--- src/hdl/tile_map_scroll_viewport_core_macros.svh ---
// Assertion macros used by the tile map viewport back end.
// Each macro expects clk and arst_n in the scope where it is used.
`ifndef TILE_MAP_SCROLL_VIEWPORT_CORE_MACROS_SVH
`define TILE_MAP_SCROLL_VIEWPORT_CORE_MACROS_SVH
`ifndef NO_ASSERTIONS
// same-cycle implication
`define TMSV_ASSERT_IMPL(label, ante, cons) \
	label: assert property (@(posedge clk) disable iff (!arst_n) (ante) |-> (cons)) \
	else $error("%m: same-cycle check failed");
// next-cycle implication
`define TMSV_ASSERT_NEXT(label, ante, cons) \
	label: assert property (@(posedge clk) disable iff (!arst_n) (ante) |=> (cons)) \
	else $error("%m: next-cycle check failed");
`else
`define TMSV_ASSERT_IMPL(label, ante, cons)
`define TMSV_ASSERT_NEXT(label, ante, cons)
`endif
`endif

--- src/hdl/tmsv_pkg.sv ---
`default_nettype none
package tmsv_pkg;

	// field widths
	localparam int DIM_W   = 13;
	localparam int COORD_W = 16;
	localparam int STEP_W  = 10;
	localparam int IDX_W   = 16;

	localparam logic [COORD_W-1:0] COORD_MAX = 16'hffff;
	localparam logic [15:0]        NO_TILE   = 16'hffff;

	// parameter defaults
	localparam int DEF_TILE_SHIFT_X = 3;
	localparam int DEF_TILE_SHIFT_Y = 3;
	localparam int DEF_MAP_TILES    = 4096;

	// request types
	localparam logic [1:0] REQ_REL   = 2'd0;
	localparam logic [1:0] REQ_SET   = 2'd1;
	localparam logic [1:0] REQ_READ  = 2'd2;
	localparam logic [1:0] REQ_WRITE = 2'd3;

	// coordinate spaces
	localparam logic [1:0] SP_MAP    = 2'd0;
	localparam logic [1:0] SP_VIEW   = 2'd1;
	localparam logic [1:0] SP_SCREEN = 2'd2;

	// store operation carried to the back end
	localparam logic [1:0] OP_NONE  = 2'd0;
	localparam logic [1:0] OP_READ  = 2'd1;
	localparam logic [1:0] OP_MISS  = 2'd2;
	localparam logic [1:0] OP_WRITE = 2'd3;

	// register indexes
	localparam logic [2:0] REG_MAP_WIDTH  = 3'd0;
	localparam logic [2:0] REG_MAP_HEIGHT = 3'd1;
	localparam logic [2:0] REG_VIEW_LEFT  = 3'd2;
	localparam logic [2:0] REG_VIEW_TOP   = 3'd3;
	localparam logic [2:0] REG_VIEW_W     = 3'd4;
	localparam logic [2:0] REG_VIEW_H     = 3'd5;
	localparam logic [2:0] REG_TILE_LIMIT = 3'd6;

	// queue between front and back
	localparam int QUEUE_DEPTH = 4;

	typedef struct packed {
		logic [DIM_W-1:0]   map_width;
		logic [DIM_W-1:0]   map_height;
		logic [COORD_W-1:0] view_left;
		logic [COORD_W-1:0] view_top;
		logic [COORD_W-1:0] view_width;
		logic [COORD_W-1:0] view_height;
		logic [15:0]        tile_limit;
	} cfg_t;

	typedef struct packed {
		logic [1:0]         op;
		logic               outside;
		logic [3:0]         edge_flags;
		logic [IDX_W-1:0]   idx;
		logic [15:0]        wdata;
		logic [COORD_W-1:0] sx;
		logic [COORD_W-1:0] sy;
	} qent_t;

endpackage
`default_nettype wire

--- src/hdl/tmsv_queue.sv ---
`default_nettype none
// Small FIFO between front and back ends.
module tmsv_queue (
	input  wire logic            clk,
	input  wire logic            arst_n,
	input  wire logic            push_valid,
	output logic                 push_ready,
	input  wire tmsv_pkg::qent_t push_data,
	output logic                 pop_valid,
	input  wire logic            pop_ready,
	output tmsv_pkg::qent_t      pop_data
);

	localparam int DEPTH = tmsv_pkg::QUEUE_DEPTH;
	localparam int PW    = $clog2(DEPTH);

	tmsv_pkg::qent_t ent_q [DEPTH];
	logic [PW-1:0]   wp_q, rp_q;
	logic [PW:0]     cnt_q;
	logic            push, pop;

	assign push_ready = cnt_q != (PW+1)'(DEPTH);
	assign pop_valid  = cnt_q != '0;
	assign push = push_valid && push_ready;
	assign pop  = pop_valid && pop_ready;
	assign pop_data = ent_q[rp_q];

	// pointers and fill count
	always_ff @(posedge clk or negedge arst_n) begin
		if (!arst_n) begin
			wp_q <= '0;
			rp_q <= '0;
			cnt_q <= '0;
		end else begin
			if (push) wp_q <= wp_q + 1'b1;
			if (pop) rp_q <= rp_q + 1'b1;
			if (push && !pop) cnt_q <= cnt_q + 1'b1;
			else if (pop && !push) cnt_q <= cnt_q - 1'b1;
		end
	end

	// entry storage
	always_ff @(posedge clk) begin
		if (push) ent_q[wp_q] <= push_data;
	end

endmodule
`default_nettype wire

--- config.mk ---
export PLATFORM = sky130hd
export DESIGN_NAME = tmsv_queue
export DESIGN_NICKNAME = d
export VERILOG_FILES = /design/src/hdl/tile_map_scroll_viewport_core_macros.svh /design/src/hdl/tmsv_pkg.sv /design/src/hdl/tmsv_queue.sv
export SDC_FILE = /design/constraint.sdc
export NUM_CORES = 1
export LEC_CHECK = 0
export ABC_AREA = 1
export BUFFER_PORTS_ARGS = -buffer_cell sky130_fd_sc_hd__buf_2
export CORE_MARGIN = 2
export CORE_UTILIZATION = 35
export CTS_BUF_LIST = sky130_fd_sc_hd__clkbuf_16
export CTS_CLUSTER_DIAMETER = 50
export DETAILED_ROUTE_END_ITERATION = 7
export PLACE_DENSITY = 0.53
export SYNTH_ARGS = -nofsm -noshare
export SYNTH_HDL_FRONTEND = slang
export SYNTH_SLANG_ARGS = --single-unit
--- constraint.sdc ---
create_clock -name clk -period 5 [get_ports clk]
set_input_delay 0.5 -clock clk [delete_from_list [all_inputs] [get_ports clk]]
set_output_delay 0.5 -clock clk [all_outputs]
set_load 0.01 [all_outputs]
Word-level counts from Yosys, hierarchy flattened

Memories as Yosys holds them, arrays and structs flattened.
Index checks and enable logic that the tools add are counted.

$add $sub $neg: 4
Equality and inequality tests: 1
Muxes and demuxes: 4
Reductions and logical operators: 8

Operator list:

| cell                                              | number |
|---|---|
| 2-to-1 mux 3 bit                                  | 2 |
| adder 2 x 1 -> 2 bit (second input constant)      | 2 |
| logical AND 1 bit                                 | 4 |
| adder 3 x 1 -> 3 bit (second input constant)      | 1 |
| != test 3 bit (second input constant)             | 1 |
| nonzero test 3 bit                                | 1 |
| subtractor 3 x 1 -> 3 bit (second input constant) | 1 |
| logical NOT 1 bit                                 | 2 |
| 2-to-1 mux 1 bit                                  | 2 |
| nonzero test 2 bit                                | 1 |

Bits in registers: 7
Bits in writable memories: 284
Input bits: 75
Word-level logic and storage cells: 21
Memories kept: 1

Memories:

| name  | depth | width | read ports | clocked after Yosys merged registers in | write ports | RTL line         | text |
|---|---|---|---|---|---|---|---|
| ent_q | 4     | 71    | 1          | 0                                       | 1           | tmsv_queue.sv:17 | `tmsv_pkg::qent_t ent_q [DEPTH];` |

Depth between registers and ports, before layout

Gate-level depths: netlist of run 1.

Word-level depth: 6
Depth in mapped cells: 12

Least setup slack after synthesis of run 1

Ideal clock, no wire load.

Path kind: reg-to-reg
Start: reg cnt_q[0]
End: mem ent_q[0][0] in the netlist's numbering, enable pin
Library setup time: 0.501 ns
Arrival time: 3.789 ns
Data required time: 4.499 ns
Path slack: 0.710 ns
Cell stages (with the launch flop): 5
Buffers on the path: 0
Clock period less this slack: 4.290 ns
Cells stage by stage: dfrtp_1 inv_1 nand3_1 nand2_1 nor2_1

Word-level cells in the longest chain between the ends: 4

Ends and longest elaborated chain:

| element                                | RTL line         | text |
|---|---|---|
| start, declared                        | tmsv_queue.sv:19 | `logic [PW:0] cnt_q;` |
| start signal, assigned                 | tmsv_queue.sv:37 | `if (push && !pop) cnt_q <= cnt_q + 1'b1;` |
| start signal, assigned                 | tmsv_queue.sv:38 | `else if (pop && !push) cnt_q <= cnt_q - 1'b1;` |
| != test 3 bit                          | tmsv_queue.sv:22 | `assign push_ready = cnt_q != (PW+1)'(DEPTH);` |
| via push_ready                         | tmsv_queue.sv:7  | `output logic push_ready,` |
| logical AND 1 bit                      | tmsv_queue.sv:24 | `assign push = push_valid && push_ready;` |
| 2-to-1 mux 1 bit                       | tmsv_queue.sv:44 | `if (push) ent_q[wp_q] <= push_data;` |
| 2-to-1 mux 1 bit (implied by the code) | tmsv_queue.sv:44 |  |
| end, declared                          | tmsv_queue.sv:17 |  |

The timed path passes the listed nets, and every way through them passes these cells.

==> results of run 1 <==
[cell families (layout without fill, tap and decap cells)]
| group | after synthesis | after routing |
|---|---|---|
| AOI/OAI and AO/OA | 143 | 143 |
| xor gates and xnor gates | 1 | 1 |
| adders and majority gates | 6 | 6 |
| buffers and inverters | 204 | 382 |
| DFF | 291 | 291 |
| other | 0 | 1 |
| and+or+nand+nor | 242 | 242 |
[worst max-delay path: cells and delay by family (launching register included)]
family / cells / cell delay, ps
flip-flops: 1 / 450
buffers and inverters: 3 / 1330
AO/OA/AOI/OAI: 1 / 100
AND/OR/NAND/NOR: 2 / 180
[path summary, 6_finish.rpt]
| check | endpoint | start | cells after the start |
|---|---|---|---|
| max | pop_data[58] | rp_q[0] | 6 |
| min | ent_q[3][55] | push_data[55] | 1 |
| max reg2reg | ent_q[2][67] | cnt_q[0] | 5 |
| min reg2reg | cnt_q[2] | cnt_q[2] | 2 |
| max in group asynchronous | rp_q[1] | arst_n | 2 |
| min in group asynchronous | wp_q[1] | arst_n | 2 |
[state kept, by name, summed over array words and instances (netlist names)]
name,flops
wp_q,2
rp_q,2
ent_q,284
cnt_q,3
[cell usage after synthesis (all sizes together)]
cell,n,share of area [%]
buf,43,3.3
clkbuf,3,0.096
dfrtp,7,1.5
edfxtp,284,72
fa,1,0.17
ha,5,0.53
inv,158,5.0
nand2,230,7.3
nand3,7,0.30
nand4,1,0.053
nor2,4,0.13
o211ai,142,9.0
o21ai,1,0.042
xnor2,1,0.074
[metal layers]
| metal | track usage (%) | part of all wire [%] |
|---|---|---|
| met5 | 0 | 0.12 |
| met2 | 23.2 | 48 |
| met3 | 4.13 | 6.3 |
| met4 | 4.03 | 2.1 |
| met1 | 16.3 | 43 |
[layout make-up]
class | count | area (sq um) | area share (%)
antenna | 1 | 2.50 | 0.0180
clock buffer | 35 | 876 | 6.30
clock inverter | 26 | 186 | 1.34
inverter | 158 | 601 | 4.32
multi-input combinational | 392 | 2110 | 15.2
sequential | 291 | 8700 | 62.6
tap | 448 | 561 | 4.03
timing repair buffer | 163 | 858 | 6.17
[power breakdown]
part / internal, mW / switching (mW)
sequential: 3.21 / 0.111
combinational: 0.853 / 1.81
clock: 1.38 / 0.924
[what timing repair did]
item,4_1_cts,5_1_grt
endpoints found under the hold margin,7,0
hold buffers,1,0
resized for setup,0,0
endpoints found under the setup margin,0,0
==> results.ini, run 1 <==
[cells_and_area]
design_area_sq_um=13900
nFillCells=3142
syn_to_final_growth_pct=18.0
layout_commonest_cell=edfxtp_1
drive_gt1_share_pct=20.3
stdcell_count=1514
utilization_pct=41.7
nets=1122
mostFrequentLayoutCells=284 x edfxtp_1, 230 x nand2_1, 163 x inv_1

[yosys]
synth_area_sq_um=11800
synth_compound_area_share_pct=9.09
synthSimpleGateAreaFrac_pct=7.81
synthMuxAreaShare_pct=0
ys.warnings.count=0
syn_avg_cell_area_sq_um=13.3
synthAdderAreaFrac_pct=0.701
synthCells=887
ys_seq_area_share_pct=73.9
synth_xor_area_share_pct=0.0743
synth_top_family_by_area=compound AO/OA/AOI/OAI gates
synth_cell_type_count=16
syn-num-nets=968
ys_ff_latch=291

[setup_path]
setup.worst_path.end_class=output pin
path_common_cell=nand2_1
crit_chain=inv_8 > buf_4 > nand2_1 > o211ai_1 > nand2_1 > buf_2
rrSetupSlack_ps=2560
start_kind=flip-flop
max_stage_delay_ps=700
slowest_stage=inv_8
path_max_fanout=192
worstPathArrival_ps=2620
crit_required_ps=4500
path_class=reg -> out

[clock_tree]
clkTransAtPathRegs_ps=60
clockBufferDepth=3
cts_sinks=291
insertion_delay_ps=500
root_buffer=clkbuf_16
cts_tree=yes
postCtsSetupRepairBufs=0
cts.htree.levels=2
cts_buffers=35

[timing]
min_period_ps=3120
setup_tns_ps=0
fmax_mhz=320
drv_slew=0
period_share_pct=62.5
finalSetupViolCount=0
worst_slack_ps=1880
rsz0062_at_grt=false
relSlewSlack_pct=33.0
worst_hold_slack_ps=208
skew_ps=18.4
finalHoldViolCount=0
worstMarginPinSlew_ps=1000

[global_route]
grt_pass1_vias=6815
grt_pass1_wl_mm=37.2
grt_usage_pct=13.5
grt_max_degree=193
antenna_found_initial=3
overflow=0

[drt]
routed-via-count=6860
routed_wl_mm=23.4
via_per_inst=4.53
avgRoutedWirePerCell_um=15.5
dr.pass1.iters=5
drtIter0Drc=290
ant_nets=0
post-route-drc-count=0

[flow_run]
cap_violations=0

[power]
power_mw=8.29
p_per_area_nw_per_um2=596
p_leak_nw=5.61
ir_worst_vdd_v=0.000412

[floorplan]
die-area_sq_um=35100
die_w_um=187
io_pins=148
initial_core_util_pct=35.3
die_h_um=187
fp-row-count=67
coreArea_sq_um=33400

[place]
hpwl_mm=13.5
post-place-cells=1451
placed_area_sq_um=12800
preCtsSetupSlack_ps=2390
gp_congestion=0.684
io_buffers=147

[status]
outcome=finished clean

[hold_path]
hp-class=in -> reg

No activity file was read; power rests on OpenSTA's default activity.
==> run 2: changes to the inputs <==
Clock period 5 ns to 3.1 ns, I/O delays scaled along.
==> results.ini, run 2 (synthesis results as in run 1) <==
[setup_path]
worstPathArrival_ps=2310  ; -310 ps
worst_r2r_endpoint=cnt_q[1]
r2r_start=cnt_q[0]
cp-startpoint=rp_q[1]
path_class=reg -> out
max_stage_delay_ps=700  ; about the same
crit_chain=clkinv_2 > buf_12 > o211ai_1 > nand2_1 > buf_2
start_kind=flip-flop
setup.worst_path.end_class=output pin
rrSetupSlack_ps=940  ; -1620 ps
slowest_stage=dfrtp_4
crit_required_ps=2790  ; -1710 ps
reg2reg_depth=9  ; +4
path_max_fanout=40  ; -79%

[cells_and_area]
design_area_sq_um=14200  ; +2.2%
nFillCells=3160  ; +0.57%
drive_gt1_share_pct=20.1  ; -0.23 points
syn_to_final_growth_pct=20.6
mostFrequentLayoutCells=284 x edfxtp_1, 230 x nand2_1, 161 x inv_1
multi_input_area_sq_um=2110  ; unchanged
reg.largest.list=ent_q (284), cnt_q (3)
regArea_sq_um=8710  ; about the same
top_register=ent_q
nets=1135  ; +1.2%
utilization_pct=42.6  ; +0.92 points
largest_reg_flops=284  ; unchanged
layout_commonest_cell=edfxtp_1

[hold_path]
hold_end=ent_q[3][1]
hp-class=in -> reg
hold_depth=1  ; unchanged
min_from=push_data[1]

[floorplan]
die_w_um=187  ; unchanged
die-area_sq_um=35100  ; unchanged
initial_core_util_pct=35.3  ; unchanged
coreArea_sq_um=33400  ; unchanged
die_h_um=187  ; unchanged
fp-row-count=67  ; unchanged
io_pins=148  ; unchanged

[flow_run]
cap_violations=0  ; unchanged

[global_route]
use_met3_pct=3.04  ; -1.1 points
met2_usage_pct=24.2  ; +1.0 points
antenna_found_initial=2  ; -1
grt_max_degree=93  ; -52%
overflow=0  ; unchanged
grt_pass1_wl_mm=36.9  ; -0.67%
gr-max-usage-layer=met2
grt_pass1_vias=6788  ; -0.40%
grtUsageMet1_pct=15.8  ; -0.58 points
grt_usage_pct=13.4  ; -0.12 points

[drt]
ant_nets=0  ; unchanged
routed_wl_mm=23.1  ; -1.1%
post-route-drc-count=0  ; unchanged
avgRoutedWirePerCell_um=15.1  ; -2.3%
dr.pass1.iters=4  ; -1
via_per_inst=4.55  ; +0.35%
drtIter0Drc=255  ; -12%
routed-via-count=6966  ; +1.5%

[power]
ir_worst_vdd_v=0.000495  ; +20%
p_leak_nw=5.73  ; +2.1%
p_per_area_nw_per_um2=967  ; +62%

[place]
hpwl_mm=13.0  ; -3.3%
gp_congestion=0.729  ; +6.7%
placed_area_sq_um=12900  ; +0.40%
io_buffers=147  ; unchanged

[timing]
period_share_pct=84.4
min_period_ps=2620
rsz0062_at_grt=false
drv_slew=0  ; unchanged
setup_tns_ps=0  ; unchanged
fmax_mhz=382
relSlewSlack_pct=54.2  ; +21 points
finalSetupViolCount=0  ; unchanged
finalHoldViolCount=0  ; unchanged
worstMarginPinSlew_ps=688  ; -317 ps
skew_ps=16.5  ; -1.89 ps
worst_hold_slack_ps=23.1  ; -185 ps

[clock_tree]
cts_buffers=36  ; +2.9%
cts_tree=yes
clockBufferDepth=3  ; unchanged
root_buffer=clkbuf_16
cts_sinks=291  ; unchanged
post_cts_resized=0  ; unchanged
clkTransAtPathRegs_ps=50  ; about the same
insertion_delay_ps=510  ; about the same
postCtsSetupRepairBufs=0  ; unchanged
cts.htree.levels=2  ; unchanged

[status]
outcome=finished clean

run 2: critical path: cells and delay by family, from the launching register on:
family,cells,cell delay [ps]
AOI/OAI and AO/OA,1,120
buffers and inverters,3,800
DFF,1,700
and+or+nand+nor,1,110
run 2: stage by stage:
step / cells / setup slack [ps] / power (mW)
after floorplan: 887 / -45.0 / 8.51
after detailed placement: 1449 / 920 / 9.92
after global placement: 1449 / 914 / 9.89
final: 1532 / 484 / 13.7
after global routing: 1531 / 302 / 14.7
after CTS: 1529 / 365 / 14.0
run 2: area by class of cell:
class | instances | area share, %
Sequential cell | 291 | 61.3
Multi-Input combinational cell | 392 | 14.9
Timing Repair Buffer | 175 | 7.36
Clock buffer | 37 | 6.52
Inverter | 158 | 4.24
Tap cell | 448 | 3.95
Clock inverter | 29 | 1.76
Antenna cell | 2 | 0.0352
run 2: how the worst max path moves through the flow:
stage / slack [ps] / end
3_3_place_gp: 910 / pop_data[66]
4_1_cts: 360 / pop_data[60]
2_1_floorplan: -50 / ent_q[0][0]
3_5_place_dp: 920 / pop_data[60]
6_report: 480 / pop_data[64]
5_1_grt: 300 / pop_data[60]
run 2: report_power, final:
group	total, mW	internal [mW]	switching (mW)
Sequential	5.43	5.18	0.251
Clock	4.05	2.51	1.54
Combinational	4.26	1.44	2.83
Total	13.7	9.13	4.62
run 2: per-layer routing:
layer / vias up / wire length (um)
met1: 3345 / 9840
li1: 3438 / -
met2: 141 / 11600
met3: 40 / 1170
met4: 2 / 515
met5: - / 13
run 2: what timing repair did:
action                                  4_1_cts  5_1_grt
hold buffers                                 14        1
endpoints found under the setup margin        0        0
hold endpoints to repair                     53        2
==> run 3: changes to the inputs <==
Settings changed: PLACE_DENSITY 0.53 to 0.55.
Clock period 3.1 ns to 2.3 ns, I/O delays scaled along.
==> results.ini, run 3 (synthesis results as in run 1) <==
[cells_and_area]
mostFrequentLayoutCells=284 x edfxtp_1, 229 x nand2_1, 158 x inv_1
largest_reg_flops=284  ; unchanged
layout_commonest_cell=edfxtp_1
reg.largest.list=ent_q (284), cnt_q (3)
nets=1204  ; +6.1%
top_register=ent_q
syn_to_final_growth_pct=26.9
nFillCells=3052  ; -3.4%
drive_gt1_share_pct=20.6  ; +0.50 points

[drt]
post-route-drc-count=0  ; unchanged
top_layer=met4
drtIter0Drc=326  ; +28%
met3_length_mm=1.05  ; -9.9%
routed_wl_mm=24.3  ; +5.1%
via_per_inst=4.50  ; -1.0%
met1_length_mm=10.3  ; +4.7%
dr.pass1.iters=4  ; unchanged
ant_nets=0  ; unchanged
dr_wl_met2_mm=12.4  ; +7.2%
routed-via-count=7188  ; +3.2%
avgRoutedWirePerCell_um=15.2  ; +0.83%

[status]
outcome=finished clean

[clock_tree]
insertion_delay_ps=500  ; about the same
clockBufferDepth=3  ; unchanged
clkTransAtPathRegs_ps=50  ; about the same
cts_sinks=291  ; unchanged
cts_buffers=36  ; unchanged
cts_tree=yes
cts.htree.levels=2  ; unchanged
root_buffer=clkbuf_16

[setup_path]
path_buf_inv=3  ; unchanged
cp-startpoint=rp_q[0]
worst_r2r_endpoint=cnt_q[1]
crit_chain=inv_16 > buf_12 > o211ai_1 > nand2_1 > buf_2
crit_required_ps=2070  ; -720 ps
r2r_start=cnt_q[0]
cp.depth=5  ; unchanged
slowest_stage=dfrtp_2
path_class=reg -> out
reg2reg_depth=9  ; unchanged
max_stage_delay_ps=600  ; -100 ps
start_kind=flip-flop
setup.worst_path.end=pop_data[50]
worstPathArrival_ps=1880  ; -430 ps
path_max_fanout=27  ; -33%
rrSetupSlack_ps=400  ; -540 ps
cp_top_family=flip-flops
setup.worst_path.end_class=output pin

[floorplan]
initial_core_util_pct=35.3  ; unchanged
die-area_sq_um=35100  ; unchanged
io_pins=148  ; unchanged
die_h_um=187  ; unchanged
fp-row-count=67  ; unchanged
coreArea_sq_um=33400  ; unchanged
die_w_um=187  ; unchanged

[timing]
finalHoldViolCount=0  ; unchanged
rsz0062_at_grt=false
relSlewSlack_pct=69.5  ; +15 points
min_period_ps=2110
finalSetupViolCount=0  ; unchanged
worstMarginPinSlew_ps=458  ; -229 ps
fmax_mhz=475
skew_ps=17.3  ; +0.787 ps
drv_slew=0  ; unchanged
period_share_pct=91.5
setup_tns_ps=0  ; unchanged

[power]
power.switching_mw=6.43  ; +39%
power_frac_clock_pct=28.3  ; -1.2 points
ir_worst_vdd_v=0.000638  ; +29%
p_per_area_nw_per_um2=1270  ; +31%
p_leak_nw=6.02  ; +5.2%
power_mw=18.9  ; +38%
sw_frac_of_total_pct=34.0  ; +0.39 points
p_int_mw=12.5  ; +37%
power_frac_seq_pct=38.3  ; -1.2 points
pwr-share-comb_pct=33.4  ; +2.4 points

[global_route]
antenna_found_initial=1  ; -1
overflow=0  ; unchanged
grt_pass1_vias=7135  ; +5.1%
grt_max_degree=81  ; -13%
grt_pass1_wl_mm=37.3  ; +0.95%
grt_usage_pct=13.5  ; +0.13 points

[place]
gp_congestion=0.721  ; -1.1%
io_buffers=147  ; unchanged
hpwl_mm=13.4  ; +3.1%

[flow_run]
cap_violations=0  ; unchanged

[hold_path]
hp-class=in -> reg

## run 3: worst reg2reg max path: cells and delay by family, from the launching register on
| kind | cells | cell delay (ps) |
|---|---|---|
| adders and majority gates | 2 | 620 |
| DFF | 1 | 410 |
| and+or+nand+nor | 3 | 380 |
| buffers and inverters | 3 | 260 |
| AOI/OAI and AO/OA | 1 | 90 |
## run 3: final cells by class
class                           count  area [sq um]  area share, %
Tap cell                          448           561           3.75
Clock buffer                       37           926           6.19
Multi-Input combinational cell    392          2120           14.2
Sequential cell                   291          8710           58.2
Clock inverter                     26           225           1.51
Inverter                          158           611           4.08
Timing Repair Buffer              242          1780           11.9
Antenna cell                        1          2.50         0.0167
Timing Repair inverter              2          17.5          0.117
## run 3: per-stage QoR
| stage | hold WS (ps) | area [sq um] | setup WS (ps) | cells | utilization, % |
|---|---|---|---|---|---|
| detailed placement | 73.9 | 13100 | 417 | 1459 | 39.1 |
| floorplan | -65.6 | 11800 | 82.1 | 887 | - |
| finish | 25.9 | 15000 | 195 | 1597 | 44.8 |
| global placement | 77.8 | 13100 | 462 | 1459 | 39.1 |
| global route | 25.4 | 15000 | 43.2 | 1597 | 44.8 |
| CTS | 1.68 | 14900 | 26.8 | 1594 | 44.7 |
## run 3: worst min path at each step
stage | startpoint | endpoint | slack [ps] | cells after the start
2_1_floorplan | arst_n | cnt_q[0] | -70 | 0
3_3_place_gp | arst_n | wp_q[1] | 80 | 1
3_5_place_dp | arst_n | wp_q[0] | 70 | 1
4_1_cts | push_valid | wp_q[1] | 2 | 3
5_1_grt | push_valid | wp_q[0] | 30 | 3
6_report | push_valid | wp_q[1] | 30 | 3
## run 3: timing repair
action | CTS | global route
gates resized for setup | 1 | 3
gates cloned | 0 | 2
endpoints found under the hold margin | 291 | 0
buffers inserted | 0 | 0
setup endpoints to repair | 21 | 37
hold buffers | 72 | 0
## run 3: routing by layer
metal	vias to the layer above	GRT usage, %
met1	3431	16.0
met4	0	4.51
met5	-	0
met2	146	24.3
met3	42	2.93
li1	3569	-
## run 3: power by group through the flow
| stage | registers, mW | logic (mW) | clock network [mW] |
|---|---|---|---|
| detailed placement | 7.33 | 6.31 | 0 |
| global route | 7.35 | 7.11 | 5.71 |
| CTS | 7.23 | 6.43 | 5.52 |
| floorplan | 7.28 | 4.19 | 0 |
| finish | 7.25 | 6.32 | 5.35 |
| global placement | 7.31 | 6.23 | 0 |
