===== src/hdl/tile_map_scroll_viewport_core_macros.svh =====
// Assertion macros used by the tile map viewport back end.
// Each macro expects clk and arst_n in the scope where it is used.
`ifndef TILE_MAP_SCROLL_VIEWPORT_CORE_MACROS_SVH
`define TILE_MAP_SCROLL_VIEWPORT_CORE_MACROS_SVH
`ifndef NO_ASSERTIONS
// same-cycle implication
`define TMSV_ASSERT_IMPL(label, ante, cons) \
	label: assert property (@(posedge clk) disable iff (!arst_n) (ante) |-> (cons)) \
	else $error("%m: same-cycle check failed");
// next-cycle implication
`define TMSV_ASSERT_NEXT(label, ante, cons) \
	label: assert property (@(posedge clk) disable iff (!arst_n) (ante) |=> (cons)) \
	else $error("%m: next-cycle check failed");
`else
`define TMSV_ASSERT_IMPL(label, ante, cons)
`define TMSV_ASSERT_NEXT(label, ante, cons)
`endif
`endif


===== src/hdl/tmsv_pkg.sv =====
`default_nettype none
package tmsv_pkg;

	// field widths
	localparam int DIM_W   = 13;
	localparam int COORD_W = 16;
	localparam int STEP_W  = 10;
	localparam int IDX_W   = 16;

	localparam logic [COORD_W-1:0] COORD_MAX = 16'hffff;
	localparam logic [15:0]        NO_TILE   = 16'hffff;

	// parameter defaults
	localparam int DEF_TILE_SHIFT_X = 3;
	localparam int DEF_TILE_SHIFT_Y = 3;
	localparam int DEF_MAP_TILES    = 4096;

	// request types
	localparam logic [1:0] REQ_REL   = 2'd0;
	localparam logic [1:0] REQ_SET   = 2'd1;
	localparam logic [1:0] REQ_READ  = 2'd2;
	localparam logic [1:0] REQ_WRITE = 2'd3;

	// coordinate spaces
	localparam logic [1:0] SP_MAP    = 2'd0;
	localparam logic [1:0] SP_VIEW   = 2'd1;
	localparam logic [1:0] SP_SCREEN = 2'd2;

	// store operation carried to the back end
	localparam logic [1:0] OP_NONE  = 2'd0;
	localparam logic [1:0] OP_READ  = 2'd1;
	localparam logic [1:0] OP_MISS  = 2'd2;
	localparam logic [1:0] OP_WRITE = 2'd3;

	// register indexes
	localparam logic [2:0] REG_MAP_WIDTH  = 3'd0;
	localparam logic [2:0] REG_MAP_HEIGHT = 3'd1;
	localparam logic [2:0] REG_VIEW_LEFT  = 3'd2;
	localparam logic [2:0] REG_VIEW_TOP   = 3'd3;
	localparam logic [2:0] REG_VIEW_W     = 3'd4;
	localparam logic [2:0] REG_VIEW_H     = 3'd5;
	localparam logic [2:0] REG_TILE_LIMIT = 3'd6;

	// queue between front and back
	localparam int QUEUE_DEPTH = 4;

	typedef struct packed {
		logic [DIM_W-1:0]   map_width;
		logic [DIM_W-1:0]   map_height;
		logic [COORD_W-1:0] view_left;
		logic [COORD_W-1:0] view_top;
		logic [COORD_W-1:0] view_width;
		logic [COORD_W-1:0] view_height;
		logic [15:0]        tile_limit;
	} cfg_t;

	typedef struct packed {
		logic [1:0]         op;
		logic               outside;
		logic [3:0]         edge_flags;
		logic [IDX_W-1:0]   idx;
		logic [15:0]        wdata;
		logic [COORD_W-1:0] sx;
		logic [COORD_W-1:0] sy;
	} qent_t;

endpackage
`default_nettype wire


===== src/hdl/tmsv_front.sv =====
`default_nettype none
// Front end: accepts words, runs scroll moves, resolves tile coordinates.
module tmsv_front #(
	parameter int TILE_SHIFT_X = tmsv_pkg::DEF_TILE_SHIFT_X,
	parameter int TILE_SHIFT_Y = tmsv_pkg::DEF_TILE_SHIFT_Y,
	parameter int MAP_TILES    = tmsv_pkg::DEF_MAP_TILES
) (
	input  wire logic                 clk,
	input  wire logic                 arst_n,
	input  wire tmsv_pkg::cfg_t       cfg,
	input  wire logic                 blocked,
	input  wire logic                 in_valid,
	output logic                      in_ready,
	input  wire logic [1:0]           req_type,
	input  wire logic [1:0]           coord_space,
	input  wire logic [3:0]           dir_mask,
	input  wire logic [9:0]           step_count,
	input  wire logic [15:0]          pos_x,
	input  wire logic [15:0]          pos_y,
	input  wire logic [15:0]          tile_value,
	output logic                      q_valid,
	input  wire logic                 q_ready,
	output tmsv_pkg::qent_t           q_data
);

	localparam int SX = TILE_SHIFT_X;
	localparam int SY = TILE_SHIFT_Y;
	localparam int PXW_X = (tmsv_pkg::DIM_W + SX > tmsv_pkg::COORD_W) ?
		tmsv_pkg::DIM_W + SX : tmsv_pkg::COORD_W;
	localparam int PXW_Y = (tmsv_pkg::DIM_W + SY > tmsv_pkg::COORD_W) ?
		tmsv_pkg::DIM_W + SY : tmsv_pkg::COORD_W;

	// move toward zero; result {flag, pos}
	function automatic logic [16:0] move_up(input logic [15:0] pos, input logic [9:0] steps);
		logic [15:0] st;
		st = {6'd0, steps};
		if (st > pos) return {1'b1, 16'd0};
		return {1'b0, pos - st};
	endfunction

	// move toward limit; result {flag, pos}
	function automatic logic [16:0] move_down(input logic [15:0] pos, input logic [9:0] steps,
		input logic [15:0] lim);
		logic [16:0] sum;
		sum = {1'b0, pos} + {7'd0, steps};
		if (pos >= lim) return {steps != 10'd0, pos};
		if (sum > {1'b0, lim}) return {1'b1, lim};
		return {1'b0, sum[15:0]};
	endfunction

	logic        acc, adv;
	logic        valid_s1;
	logic [15:0] sx_q, sy_q;

	// scroll limits
	logic [PXW_X-1:0] pix_x, mrg_x;
	logic [PXW_Y-1:0] pix_y, mrg_y;
	logic [15:0]      max_x, max_y;

	always_comb begin
		pix_x = PXW_X'(cfg.map_width) << SX;
		pix_y = PXW_Y'(cfg.map_height) << SY;
		mrg_x = (pix_x > PXW_X'(cfg.view_width)) ? pix_x - PXW_X'(cfg.view_width) : '0;
		mrg_y = (pix_y > PXW_Y'(cfg.view_height)) ? pix_y - PXW_Y'(cfg.view_height) : '0;
		max_x = (mrg_x > PXW_X'(tmsv_pkg::COORD_MAX)) ? tmsv_pkg::COORD_MAX : mrg_x[15:0];
		max_y = (mrg_y > PXW_Y'(tmsv_pkg::COORD_MAX)) ? tmsv_pkg::COORD_MAX : mrg_y[15:0];
	end

	// scroll update: up, down, left, right in that order
	logic [16:0] y_up, y_dn, x_lf, x_rt;
	logic [15:0] y1, x1, sx_nxt, sy_nxt;
	logic [3:0]  flags;

	always_comb begin
		y_up = move_up(sy_q, step_count);
		y1 = dir_mask[0] ? y_up[15:0] : sy_q;
		y_dn = move_down(y1, step_count, max_y);
		x_lf = move_up(sx_q, step_count);
		x1 = dir_mask[2] ? x_lf[15:0] : sx_q;
		x_rt = move_down(x1, step_count, max_x);
		sx_nxt = sx_q;
		sy_nxt = sy_q;
		flags = 4'd0;
		unique case (req_type)
			tmsv_pkg::REQ_REL: begin
				sy_nxt = dir_mask[1] ? y_dn[15:0] : y1;
				sx_nxt = dir_mask[3] ? x_rt[15:0] : x1;
				flags = {dir_mask[3] & x_rt[16], dir_mask[2] & x_lf[16],
					dir_mask[1] & y_dn[16], dir_mask[0] & y_up[16]};
			end
			tmsv_pkg::REQ_SET: begin
				sx_nxt = pos_x;
				sy_nxt = pos_y;
			end
			tmsv_pkg::REQ_READ, tmsv_pkg::REQ_WRITE: begin
			end
		endcase
	end

	// coordinate to map column and row
	logic [16:0] lx, ly, x_end, y_end, col17, row17;
	logic        loc_out, pre_out;

	always_comb begin
		x_end = {1'b0, cfg.view_left} + {1'b0, cfg.view_width};
		y_end = {1'b0, cfg.view_top} + {1'b0, cfg.view_height};
		lx = {1'b0, pos_x};
		ly = {1'b0, pos_y};
		loc_out = 1'b0;
		unique case (coord_space)
			tmsv_pkg::SP_MAP: begin
			end
			tmsv_pkg::SP_VIEW: begin
				lx = {1'b0, pos_x} + {1'b0, sx_q};
				ly = {1'b0, pos_y} + {1'b0, sy_q};
			end
			tmsv_pkg::SP_SCREEN: begin
				loc_out = (pos_x < cfg.view_left) || (pos_y < cfg.view_top) ||
					({1'b0, pos_x} >= x_end) || ({1'b0, pos_y} >= y_end);
				lx = {1'b0, pos_x - cfg.view_left} + {1'b0, sx_q};
				ly = {1'b0, pos_y - cfg.view_top} + {1'b0, sy_q};
			end
			default: begin
				loc_out = 1'b1;
			end
		endcase
		col17 = lx >> SX;
		row17 = ly >> SY;
		pre_out = loc_out || (col17 >= 17'(cfg.map_width)) || (row17 >= 17'(cfg.map_height));
	end

	assign adv = valid_s1 && q_ready;
	assign in_ready = !blocked && (!valid_s1 || q_ready);
	assign acc = in_valid && in_ready;

	// scroll state and stage 1 control
	always_ff @(posedge clk or negedge arst_n) begin
		if (!arst_n) begin
			sx_q <= '0;
			sy_q <= '0;
			valid_s1 <= 1'b0;
		end else begin
			if (acc) begin
				sx_q <= sx_nxt;
				sy_q <= sy_nxt;
			end
			if (acc) valid_s1 <= 1'b1;
			else if (adv) valid_s1 <= 1'b0;
		end
	end

	logic [1:0]              kind_s1;
	logic                    wr_ok_s1, out_s1;
	logic [tmsv_pkg::DIM_W-1:0] col_s1, row_s1;
	logic [15:0]             tv_s1, sx_s1, sy_s1;
	logic [3:0]              flags_s1;

	// stage 1 payload
	always_ff @(posedge clk) begin
		if (acc) begin
			kind_s1 <= req_type;
			wr_ok_s1 <= tile_value < cfg.tile_limit;
			out_s1 <= pre_out;
			col_s1 <= col17[tmsv_pkg::DIM_W-1:0];
			row_s1 <= row17[tmsv_pkg::DIM_W-1:0];
			tv_s1 <= tile_value;
			flags_s1 <= flags;
			sx_s1 <= sx_nxt;
			sy_s1 <= sy_nxt;
		end
	end

	// store index and final classification
	logic [25:0] prod;
	logic [26:0] idx_full;
	logic        miss;

	always_comb begin
		prod = 26'(row_s1) * 26'(cfg.map_width);
		idx_full = {1'b0, prod} + 27'(col_s1);
		miss = out_s1 || (idx_full >= 27'(MAP_TILES));
		q_data.idx = idx_full[tmsv_pkg::IDX_W-1:0];
		q_data.wdata = tv_s1;
		q_data.edge_flags = flags_s1;
		q_data.sx = sx_s1;
		q_data.sy = sy_s1;
		q_data.op = tmsv_pkg::OP_NONE;
		q_data.outside = 1'b0;
		unique case (kind_s1)
			tmsv_pkg::REQ_REL, tmsv_pkg::REQ_SET: begin
			end
			tmsv_pkg::REQ_READ: begin
				q_data.op = miss ? tmsv_pkg::OP_MISS : tmsv_pkg::OP_READ;
				q_data.outside = miss;
			end
			tmsv_pkg::REQ_WRITE: begin
				q_data.op = (wr_ok_s1 && !miss) ? tmsv_pkg::OP_WRITE : tmsv_pkg::OP_NONE;
				q_data.outside = wr_ok_s1 && miss;
			end
		endcase
	end

	assign q_valid = valid_s1;

endmodule
`default_nettype wire


===== config.mk =====
export PLATFORM = sky130hd
export DESIGN_NAME = tmsv_front
export DESIGN_NICKNAME = d
export VERILOG_FILES = /design/src/hdl/tile_map_scroll_viewport_core_macros.svh /design/src/hdl/tmsv_pkg.sv /design/src/hdl/tmsv_front.sv
export SDC_FILE = /design/constraint.sdc
export NUM_CORES = 1
export LEC_CHECK = 0
export BUFFER_PORTS_ARGS = -buffer_cell sky130_fd_sc_hd__buf_4
export CAP_MARGIN = 20
export CORE_AREA = 10 10 230 232
export DETAILED_ROUTE_END_ITERATION = 10
export DIE_AREA = 0 0 240 242
export PLACE_DENSITY = 0.79
export SLEW_MARGIN = 10
export SYNTH_ARGS = -nofsm -noshare
export SYNTH_HDL_FRONTEND = slang
export SYNTH_SLANG_ARGS = --single-unit

===== constraint.sdc =====
create_clock -name clk -period 10.78 [get_ports clk]
set_input_delay 1.617 -clock clk [delete_from_list [all_inputs] [get_ports clk]]
set_output_delay 1.617 -clock clk [all_outputs]
set_load 0.005 [all_outputs]

Word level (Yosys, flattened, before mapping)
Cells that the tools add are included.
{ "totals": {"elab_cells": 113, "out_inout_bits": 73, "inputBits": 177, "regBits": 115} }
{ "op_classes": {"muxes": 38, "n_reduce_logical": 20, "multipliers": 1, "eq_ne": 5, "bitwise_logic": 4, "magnitude_cmp": 18, "addsub": 15} }
{ "ops": {"columns": ["cell", "count"], "rows": [
  ["17-bit 2-to-1 mux", 12],
  ["16-bit 2-to-1 mux", 8],
  ["16-bit by 16-bit adder with 17-bit output", 6],
  ["17-bit case mux with 2 select lines", 2],
  ["16-bit case mux with 2 select lines", 2],
  ["16-bit subtractor", 4],
  ["16-bit < comparator", 3],
  ["16-bit by 10-bit adder with 17-bit output", 2],
  ["16-bit by 17-bit greater-or-equal comparator with 1-bit output", 2],
  ["17-bit by 16-bit greater-than comparator with 1-bit output", 2],
  ["16-bit greater-or-equal comparator", 2],
  ["10-bit by 16-bit greater-than comparator with 1-bit output", 2],
  ["16-bit greater-than comparator", 2],
  ["16-bit greater-than comparator, second input constant", 2],
  ["16-bit by 10-bit subtractor with 16-bit output", 2],
  ["14-bit by 13-bit greater-or-equal comparator with 1-bit output", 2],
  ["26-bit by 13-bit adder with 27-bit output", 1],
  ["27-bit by 13-bit greater-or-equal comparator with 1-bit output, second input constant", 1],
  ["13-bit by 13-bit multiplier with 26-bit output", 1],
  ["1-bit 2-to-1 mux", 10],
  ["10-bit nonzero test", 1],
  ["1-bit logical OR", 7],
  ["2-bit == test, second input constant", 3],
  ["3-bit case mux with 2 select lines", 1],
  ["other kinds (9)", 21]
]} }

Depth between registers and ports, before layout
Gate-level depths: netlist (run 1).
{ "depth": {"ltp_word": 12, "ltp_mapped": 34, "ltp_nobuf": 33} }

Worst setup path before layout (run 1)
Ideal clock, no wire load.
{ "synth_timing": {"path_kind": "input to output", "start": "in cfg[105] (netlist bit)", "end": "out q_data[70] (netlist bit)", "setup_slack_ps": 1522, "required_time_ps": 9163, "t_arrival_ps": 7641, "n_path_buf": 1, "stages": 22, "path_cell_list": "clkbuf_1 -> nand2_1 -> fa_1 -> fa_1 -> inv_1 -> fa_1 -> fa_1 -> fa_1 -> inv_1 -> fa_1 -> inv_1 -> ha_1 -> a21o_1 -> a21oi_1 -> nand2_1 -> o221ai_1 -> xnor2_1 -> or4_1 -> nor4_1 -> nand4_1 -> a2111oi_2 -> mux2i_1"} }
{ "synth_rtl": {"columns": ["element", "line_no", "source"], "rows": [
  ["start: declaration", "tmsv_front.sv:10", "input wire tmsv_pkg::cfg_t cfg,"],
  ["end: declaration", "tmsv_front.sv:23", "output tmsv_pkg::qent_t q_data"]
]} }

==> impl_metrics.env, run 1 <==
export IMPL_final_setup_viol_count=0
export IMPL_rsz0062_at_grt="no"
export IMPL_core_mm2=0.0484
export IMPL_cpPeakStageDelay_ns=0.56
export IMPL_layout_common_cells="395 x ha_1, 338 x inv_1, 261 x buf_4"
export IMPL_peakVddDrop_uv=793
export IMPL_final_nets=3718
export IMPL_muxShareOfSynthArea_pct=4.15
export IMPL_grt_overflow=0
export IMPL_worstHoldStart="q_valid"
export IMPL_antenna_found_initial=1
export IMPL_die_area_mm2=0.0581
export IMPL_clk_latency_ns=0.45
export IMPL_synthXorXnorAreaFrac_pct=5.27
export IMPL_ant_nets=0
export IMPL_placed_cells=3609
export IMPL_crit_start="cfg[99]"
export IMPL_multi_input_area_mm2=0.0189
export IMPL_synthCells=2807
export IMPL_grt_max_degree=49
export IMPL_synthAdderAreaFrac_pct=32.6
export IMPL_ys_warnings_count=0
export IMPL_fin_setup_tns_ns=0
export IMPL_io_pins=250
export IMPL_tightest_slew_ns=1.09
export IMPL_synth_edff_count=82
export IMPL_drtIter0Drc=1951
export IMPL_drt_first_pass_iters=6
export IMPL_route_detailed_drc=0
export IMPL_period_needed_ns=10.02
export IMPL_grt_pass1_vias=21877
export IMPL_max_slew_margin_rel_pct=26.9
export IMPL_synth_compound_area_share_pct=19.3
export IMPL_yosys_area_share_simple_pct=18.1
export IMPL_min_path_type="register to register"
export IMPL_fmax_mhz=99.8
export IMPL_dpl_hpwl_um=62400
export IMPL_numCtsBuffers=17
export IMPL_rows=81
export IMPL_crit_path_top_delay_cell="fa_1"
export IMPL_power_density_mw_per_mm2=364
export IMPL_hold_violations=0
export IMPL_clock_path_buffers=2
export IMPL_final_max_slew_violation_count=0
export IMPL_place_congestion=0.969
export IMPL_maxCapViolations=0
export IMPL_vias=22013
export IMPL_die_w_um=240
export IMPL_layout_drive_gt1_share_pct=13.2
export IMPL_cts_sinks=115
export IMPL_ff_latch_area_mm2=0.00329
export IMPL_placed_cell_area_mm2=0.0262
export IMPL_synth_area_leaders="ha_1 21%, fa_1 12%, edfxtp_1 10%"
export IMPL_finalNonFillerCells=3642
export IMPL_synth_flop_cell="edfxtp_1"
export IMPL_cp_top_family="adder cells"
export IMPL_synth_seq_cells=115
export IMPL_cp_num_buf_inv=6
export IMPL_synth_top_family_by_area="adder cells"
export IMPL_crit_path_max_fanout=15
export IMPL_run_status="finished, final reports clean"
export IMPL_rrSetupSlack_ns=2.43
export IMPL_synth_cell_area_mm2=0.0238
export IMPL_p_leak_nw=12.9
export IMPL_io_buffers=249
export IMPL_synth_area_per_cell_um2=8.47
export IMPL_synth_seq_area_share_pct=13.8
export IMPL_setup_ws_ns=0.759
export IMPL_path_class="primary input to primary output"
export IMPL_cp_cell_sequence="buf_4 -> and2_1 -> fa_1 -> inv_1 -> fa_1 -> inv_1 -> fa_1 -> fa_1 -> fa_1 -> inv_1 -> fa_1 -> inv_1 -> ha_1 -> a21o_1 -> a21oi_1 -> nand2_1 -> o221ai_1 -> xnor2_1 -> or4_1 -> nor4_1 -> nand4_1 -> a2111oi_2 -> mux2i_1 -> buf_4"
export IMPL_worst_ep_arrival_time_ns=8.40
export IMPL_crit_top_cell="fa_1"
export IMPL_grt_pass1_wl_um=119000
export IMPL_clk_pin_slew_worst_paths_ns=0.07
export IMPL_cts_setup_buffers=0
export IMPL_setup_worst_path_end_class="primary output"
export IMPL_synth_top_area_share_pct=20.9
export IMPL_clock_skew_ns=0.0135
export IMPL_cts_hold_buf=0
export IMPL_drt_wl_total_um=75200
export IMPL_fin_crit_sh_pct=93.0
export IMPL_dp_slack_ns=0.766
export IMPL_grt_total_usage_pct=25.6
export IMPL_worst_ep_required_time_ns=9.16
export IMPL_stdcell_area_mm2=0.0268
export IMPL_final_common_cell="ha_1"
export IMPL_wire_per_inst_um=20.7
export IMPL_area_delta_synth_final_pct=12.7
export IMPL_async_flop_share_pct=28.7
export IMPL_root_buffer="clkbuf_16"
export IMPL_synth_top_area_cell="ha_1"
export IMPL_fill_cells=4452
export IMPL_die_h_um=242
export IMPL_htreeDepth=4
export IMPL_start_util_pct=49.1
export IMPL_ctsResizeCount=0
export IMPL_synth_net_count=3519
export IMPL_cts_tree="built"
export IMPL_r2r_start="sy_q[0]"
export IMPL_crit_path_start_kind="primary input"
export IMPL_yosysUniqueCellTypes=90
export IMPL_post_drt_via_cell_ratio=6.04
[where the power goes]
part	switching [mW]	internal, mW	leakage, nW
clock network	0.257	0.352	0.298
registers	0.167	0.588	1.14
logic	4.67	3.71	11.4
[sequential cells by signal (all words and copies together) (netlist names)]
signal    flops
sx_q         16
sx_s1        16
sy_q         16
sy_s1        16
tv_s1        16
col_s1       13
row_s1       13
flags_s1      4
kind_s1       2
out_s1        1
q_valid       1
wr_ok_s1      1
[area by class of cell]
| type | instances | share of cell area [%] |
|---|---|---|
| Tap cell | 622 | 2.90 |
| Inverter | 340 | 4.77 |
| Clock buffer | 17 | 1.59 |
| Sequential cell | 115 | 12.3 |
| Timing Repair Buffer | 261 | 7.31 |
| Multi-Input combinational cell | 2271 | 70.5 |
| Antenna cell | 1 | 0.00934 |
| Clock inverter | 15 | 0.682 |
[routing by layer]
layer | track usage, % | vias up | routed length, um
li1 | - | 10383 | -
met1 | 32.6 | 10485 | 30800
met2 | 41.8 | 983 | 34500
met3 | 4.53 | 162 | 6850
met4 | 10.9 | 0 | 3110
met5 | 0 | - | 0
[worst register-to-register path, delay by kind of cell, from the launching register on]
kind / cells / cell delay [ns]
buffers and inverters: 4 / 0.57
adders and majority gates: 5 / 1.33
DFF: 1 / 0.44
and+or+nand+nor: 5 / 1.25
AOI/OAI and AO/OA: 16 / 3.85
muxes: 2 / 0.58
[synthesized netlist by cell type (6+ instances only)]
cell and instances:
and3_1 21, nand4_1 24, fa_1 139, o31ai_1 17
a41o_1 6, clkbuf_1 73, nor3_1 68, o221ai_1 12
dfrtp_1 33, a211o_1 7, o22ai_1 9, a221oi_2 8
o21bai_1 22, or2_2 12, nor2_1 151, a21oi_1 164
ha_1 396, a211oi_1 22, a21o_1 85, a221oi_1 11
edfxtp_1 82, nand3_1 61, mux2_2 58, xor2_1 39
and2_1 146, and4_1 10, inv_1 339, nor2b_1 39
a21boi_0 11, nor4b_1 6, xnor2_1 104, o21ai_0 130
nor4_1 11, a31oi_1 21, o21a_1 38, mux2i_1 30
or3_1 36, o2111ai_1 14, nand2b_1 34, nand2_1 191
o211ai_1 18
[cell families (layout without fill, tap and decap cells)]
family                     Yosys count  after routing
xor gates and xnor gates           143            143
other                                0              1
and+or+nand+nor                    831            831
muxes                               91             91
DFF                                115            115
AOI/OAI and AO/OA                  671            671
adders and majority gates          535            535
buffers and inverters              421            633
[worst paths after layout]
kind | to | cells after the start
worst min register to register | q_valid | 1
min in group asynchronous | sx_q[1] | 1
max in group asynchronous | sy_q[13] | 1
worst min-delay path | q_valid | 1
worst max-delay path | q_data[70] | 24
worst max register to register | sy_s1[7] | 32
[metrics by stage]
step	hold WS, ns	util [%]	total power [mW]
after floorplan	0.496	-	6.47
after global placement	0.487	54.0	8.86
after detailed placement	0.518	54.0	9.00
after CTS	0.534	55.3	9.68
after global routing	0.564	55.3	10.8
final	0.542	55.3	9.74
Power figures use the tool's default switching activity.
==> run 2: changes to the inputs <==
CORE_AREA = 10 10 217 219   (was 10 10 230 232)
DIE_AREA = 0 0 227 229   (was 0 0 240 242)
PLACE_DENSITY = 0.89   (was 0.79)
clock period = 8.5 ns   (was 10.78 ns; I/O delays follow)
==> impl_metrics.env, run 2 (synthesis gave the netlist of run 1 again) <==
export IMPL_final_common_cell="ha_1"
export IMPL_start_util_pct=55.7
export IMPL_cpPeakStageDelay_ns=0.54
export IMPL_grt_pass1_wl_um=125000
export IMPL_antenna_found_initial=4
export IMPL_hold_ws_ns=0.657
export IMPL_cp_top_family="adder cells"
export IMPL_clock_path_buffers=2
export IMPL_io_pins=250
export IMPL_tightest_slew_ns=1.03
export IMPL_failed_checks="setup timing"
export IMPL_layout_common_cells="382 x ha_1, 370 x buf_4, 336 x inv_1"
export IMPL_final_max_slew_violation_count=0
export IMPL_ant_nets=0
export IMPL_grt_max_degree=82
export IMPL_drtIter0Drc=2555
export IMPL_clk_pin_slew_worst_paths_ns=0.06
export IMPL_layout_drive_gt1_share_pct=17.5
export IMPL_run_status="finished, violations left"
export IMPL_drt_wl_total_um=80500
export IMPL_grt_overflow=0
export IMPL_area_delta_synth_final_pct=17.2
export IMPL_max_slew_margin_rel_pct=30.7
export IMPL_path_class="primary input to primary output"
export IMPL_rsz0062_at_grt="yes"
export IMPL_htreeDepth=4
export IMPL_placed_cells=3639
export IMPL_core_mm2=0.0427
export IMPL_worst_ep_arrival_time_ns=7.36
export IMPL_drt_first_pass_iters=9
export IMPL_root_buffer="clkbuf_16"
export IMPL_io_buffers=249
export IMPL_vias=23181
export IMPL_place_congestion=1.01
export IMPL_final_setup_viol_count=3
export IMPL_grt_total_usage_pct=30.4
export IMPL_cts_tree="built"
export IMPL_final_nets=3834
export IMPL_min_path_type="register to register"
export IMPL_die_w_um=227
export IMPL_fmax_mhz=116
export IMPL_clk_latency_ns=0.45
export IMPL_rows=76
export IMPL_dpl_hpwl_um=65600
export IMPL_hold_violations=0
export IMPL_worst_ep_required_time_ns=7.22
export IMPL_period_needed_ns=8.64
export IMPL_post_drt_via_cell_ratio=6.29
export IMPL_finalNonFillerCells=3685
export IMPL_setup_worst_path_end_class="primary output"
export IMPL_cts_sinks=115
export IMPL_cp_num_buf_inv=6
export IMPL_setup_ws_ns=-0.139
export IMPL_clock_skew_ns=0.0169
export IMPL_crit_path_max_fanout=3
export IMPL_maxCapViolations=0
export IMPL_die_h_um=229
export IMPL_dp_slack_ns=-0.514
export IMPL_cp_cell_sequence="buf_6 -> and2_4 -> fa_1 -> inv_1 -> fa_1 -> inv_1 -> fa_1 -> fa_1 -> fa_1 -> inv_1 -> fa_1 -> inv_2 -> ha_4 -> a21o_1 -> a21oi_2 -> nand2_1 -> o221ai_2 -> xnor2_2 -> or4_4 -> nor4_4 -> nand4_1 -> a2111oi_4 -> mux2i_1 -> buf_4"
export IMPL_crit_path_top_delay_cell="fa_1"
export IMPL_wire_per_inst_um=21.8
export IMPL_die_area_mm2=0.0520
export IMPL_grt_pass1_vias=23340
export IMPL_crit_path_start_kind="primary input"
export IMPL_crit_top_cell="fa_1"
export IMPL_cts_hold_buf=0
export IMPL_numCtsBuffers=17
export IMPL_fin_setup_tns_ns=-0.259
export IMPL_fin_crit_sh_pct=102
export IMPL_route_detailed_drc=0
run 2: final timing paths:
| kind | from | to | slack (ns) | cells past startpoint |
|---|---|---|---|---|
| setup / recovery | cfg[98] | q_data[70] | -0.14 | 24 |
| hold / removal | sx_q[15] | sx_q[15] | 0.66 | 2 |
| setup reg to reg | sy_q[0] | sy_s1[8] | 0.87 | 33 |
| hold reg to reg | sx_q[15] | sx_q[15] | 0.66 | 2 |
| max in group asynchronous | arst_n | sy_q[14] | 7.32 | 1 |
| min in group asynchronous | arst_n | sy_q[0] | 0.81 | 1 |
run 2: tightest hold or removal path: cells and delay by family (launching register included):
kind               cells  cell delay (ns)
AOI/OAI and AO/OA      1             0.05
DFF                    1             0.44
and+or+nand+nor        1             0.12
run 2: cell type report:
| type | count | area (um2) |
|---|---|---|
| antenna | 4 | 10.0 |
| clock buffer | 24 | 492 |
| clock inverter | 8 | 101 |
| fill | 3329 | 14800 |
| inverter | 340 | 1280 |
| multi-input combinational | 2271 | 19100 |
| sequential | 115 | 3290 |
| tap | 546 | 683 |
| timing repair buffer | 377 | 2870 |
run 2: what timing repair did:
item,4_1_cts,5_1_grt
pin swaps,43,12
resized for setup,37,12
endpoints found under the hold margin,0,0
buffers inserted,7,1
endpoints found under the setup margin,3,6
run 2: routing by layer:
layer | vias to the layer above | global-route usage [%] | share of wire [%]
met5 | - | 0 | 0
met1 | 10907 | 36.4 | 37
met3 | 311 | 6.66 | 11
met2 | 1324 | 49.1 | 46
met4 | 0 | 17.9 | 6.4
li1 | 10639 | - | -
run 2: metrics by stage:
| stage | utilization [%] | area [um2] |
|---|---|---|
| final | 65.3 | 27900 |
| after global placement | 63.0 | 26900 |
| after CTS | 65.0 | 27800 |
| after global routing | 65.3 | 27900 |
| after detailed placement | 63.0 | 26900 |
| after floorplan | - | 23800 |
Power of run 2 is not shown: default switching activity piles up to over one toggle a cycle in this logic, so the estimate is an artifact.
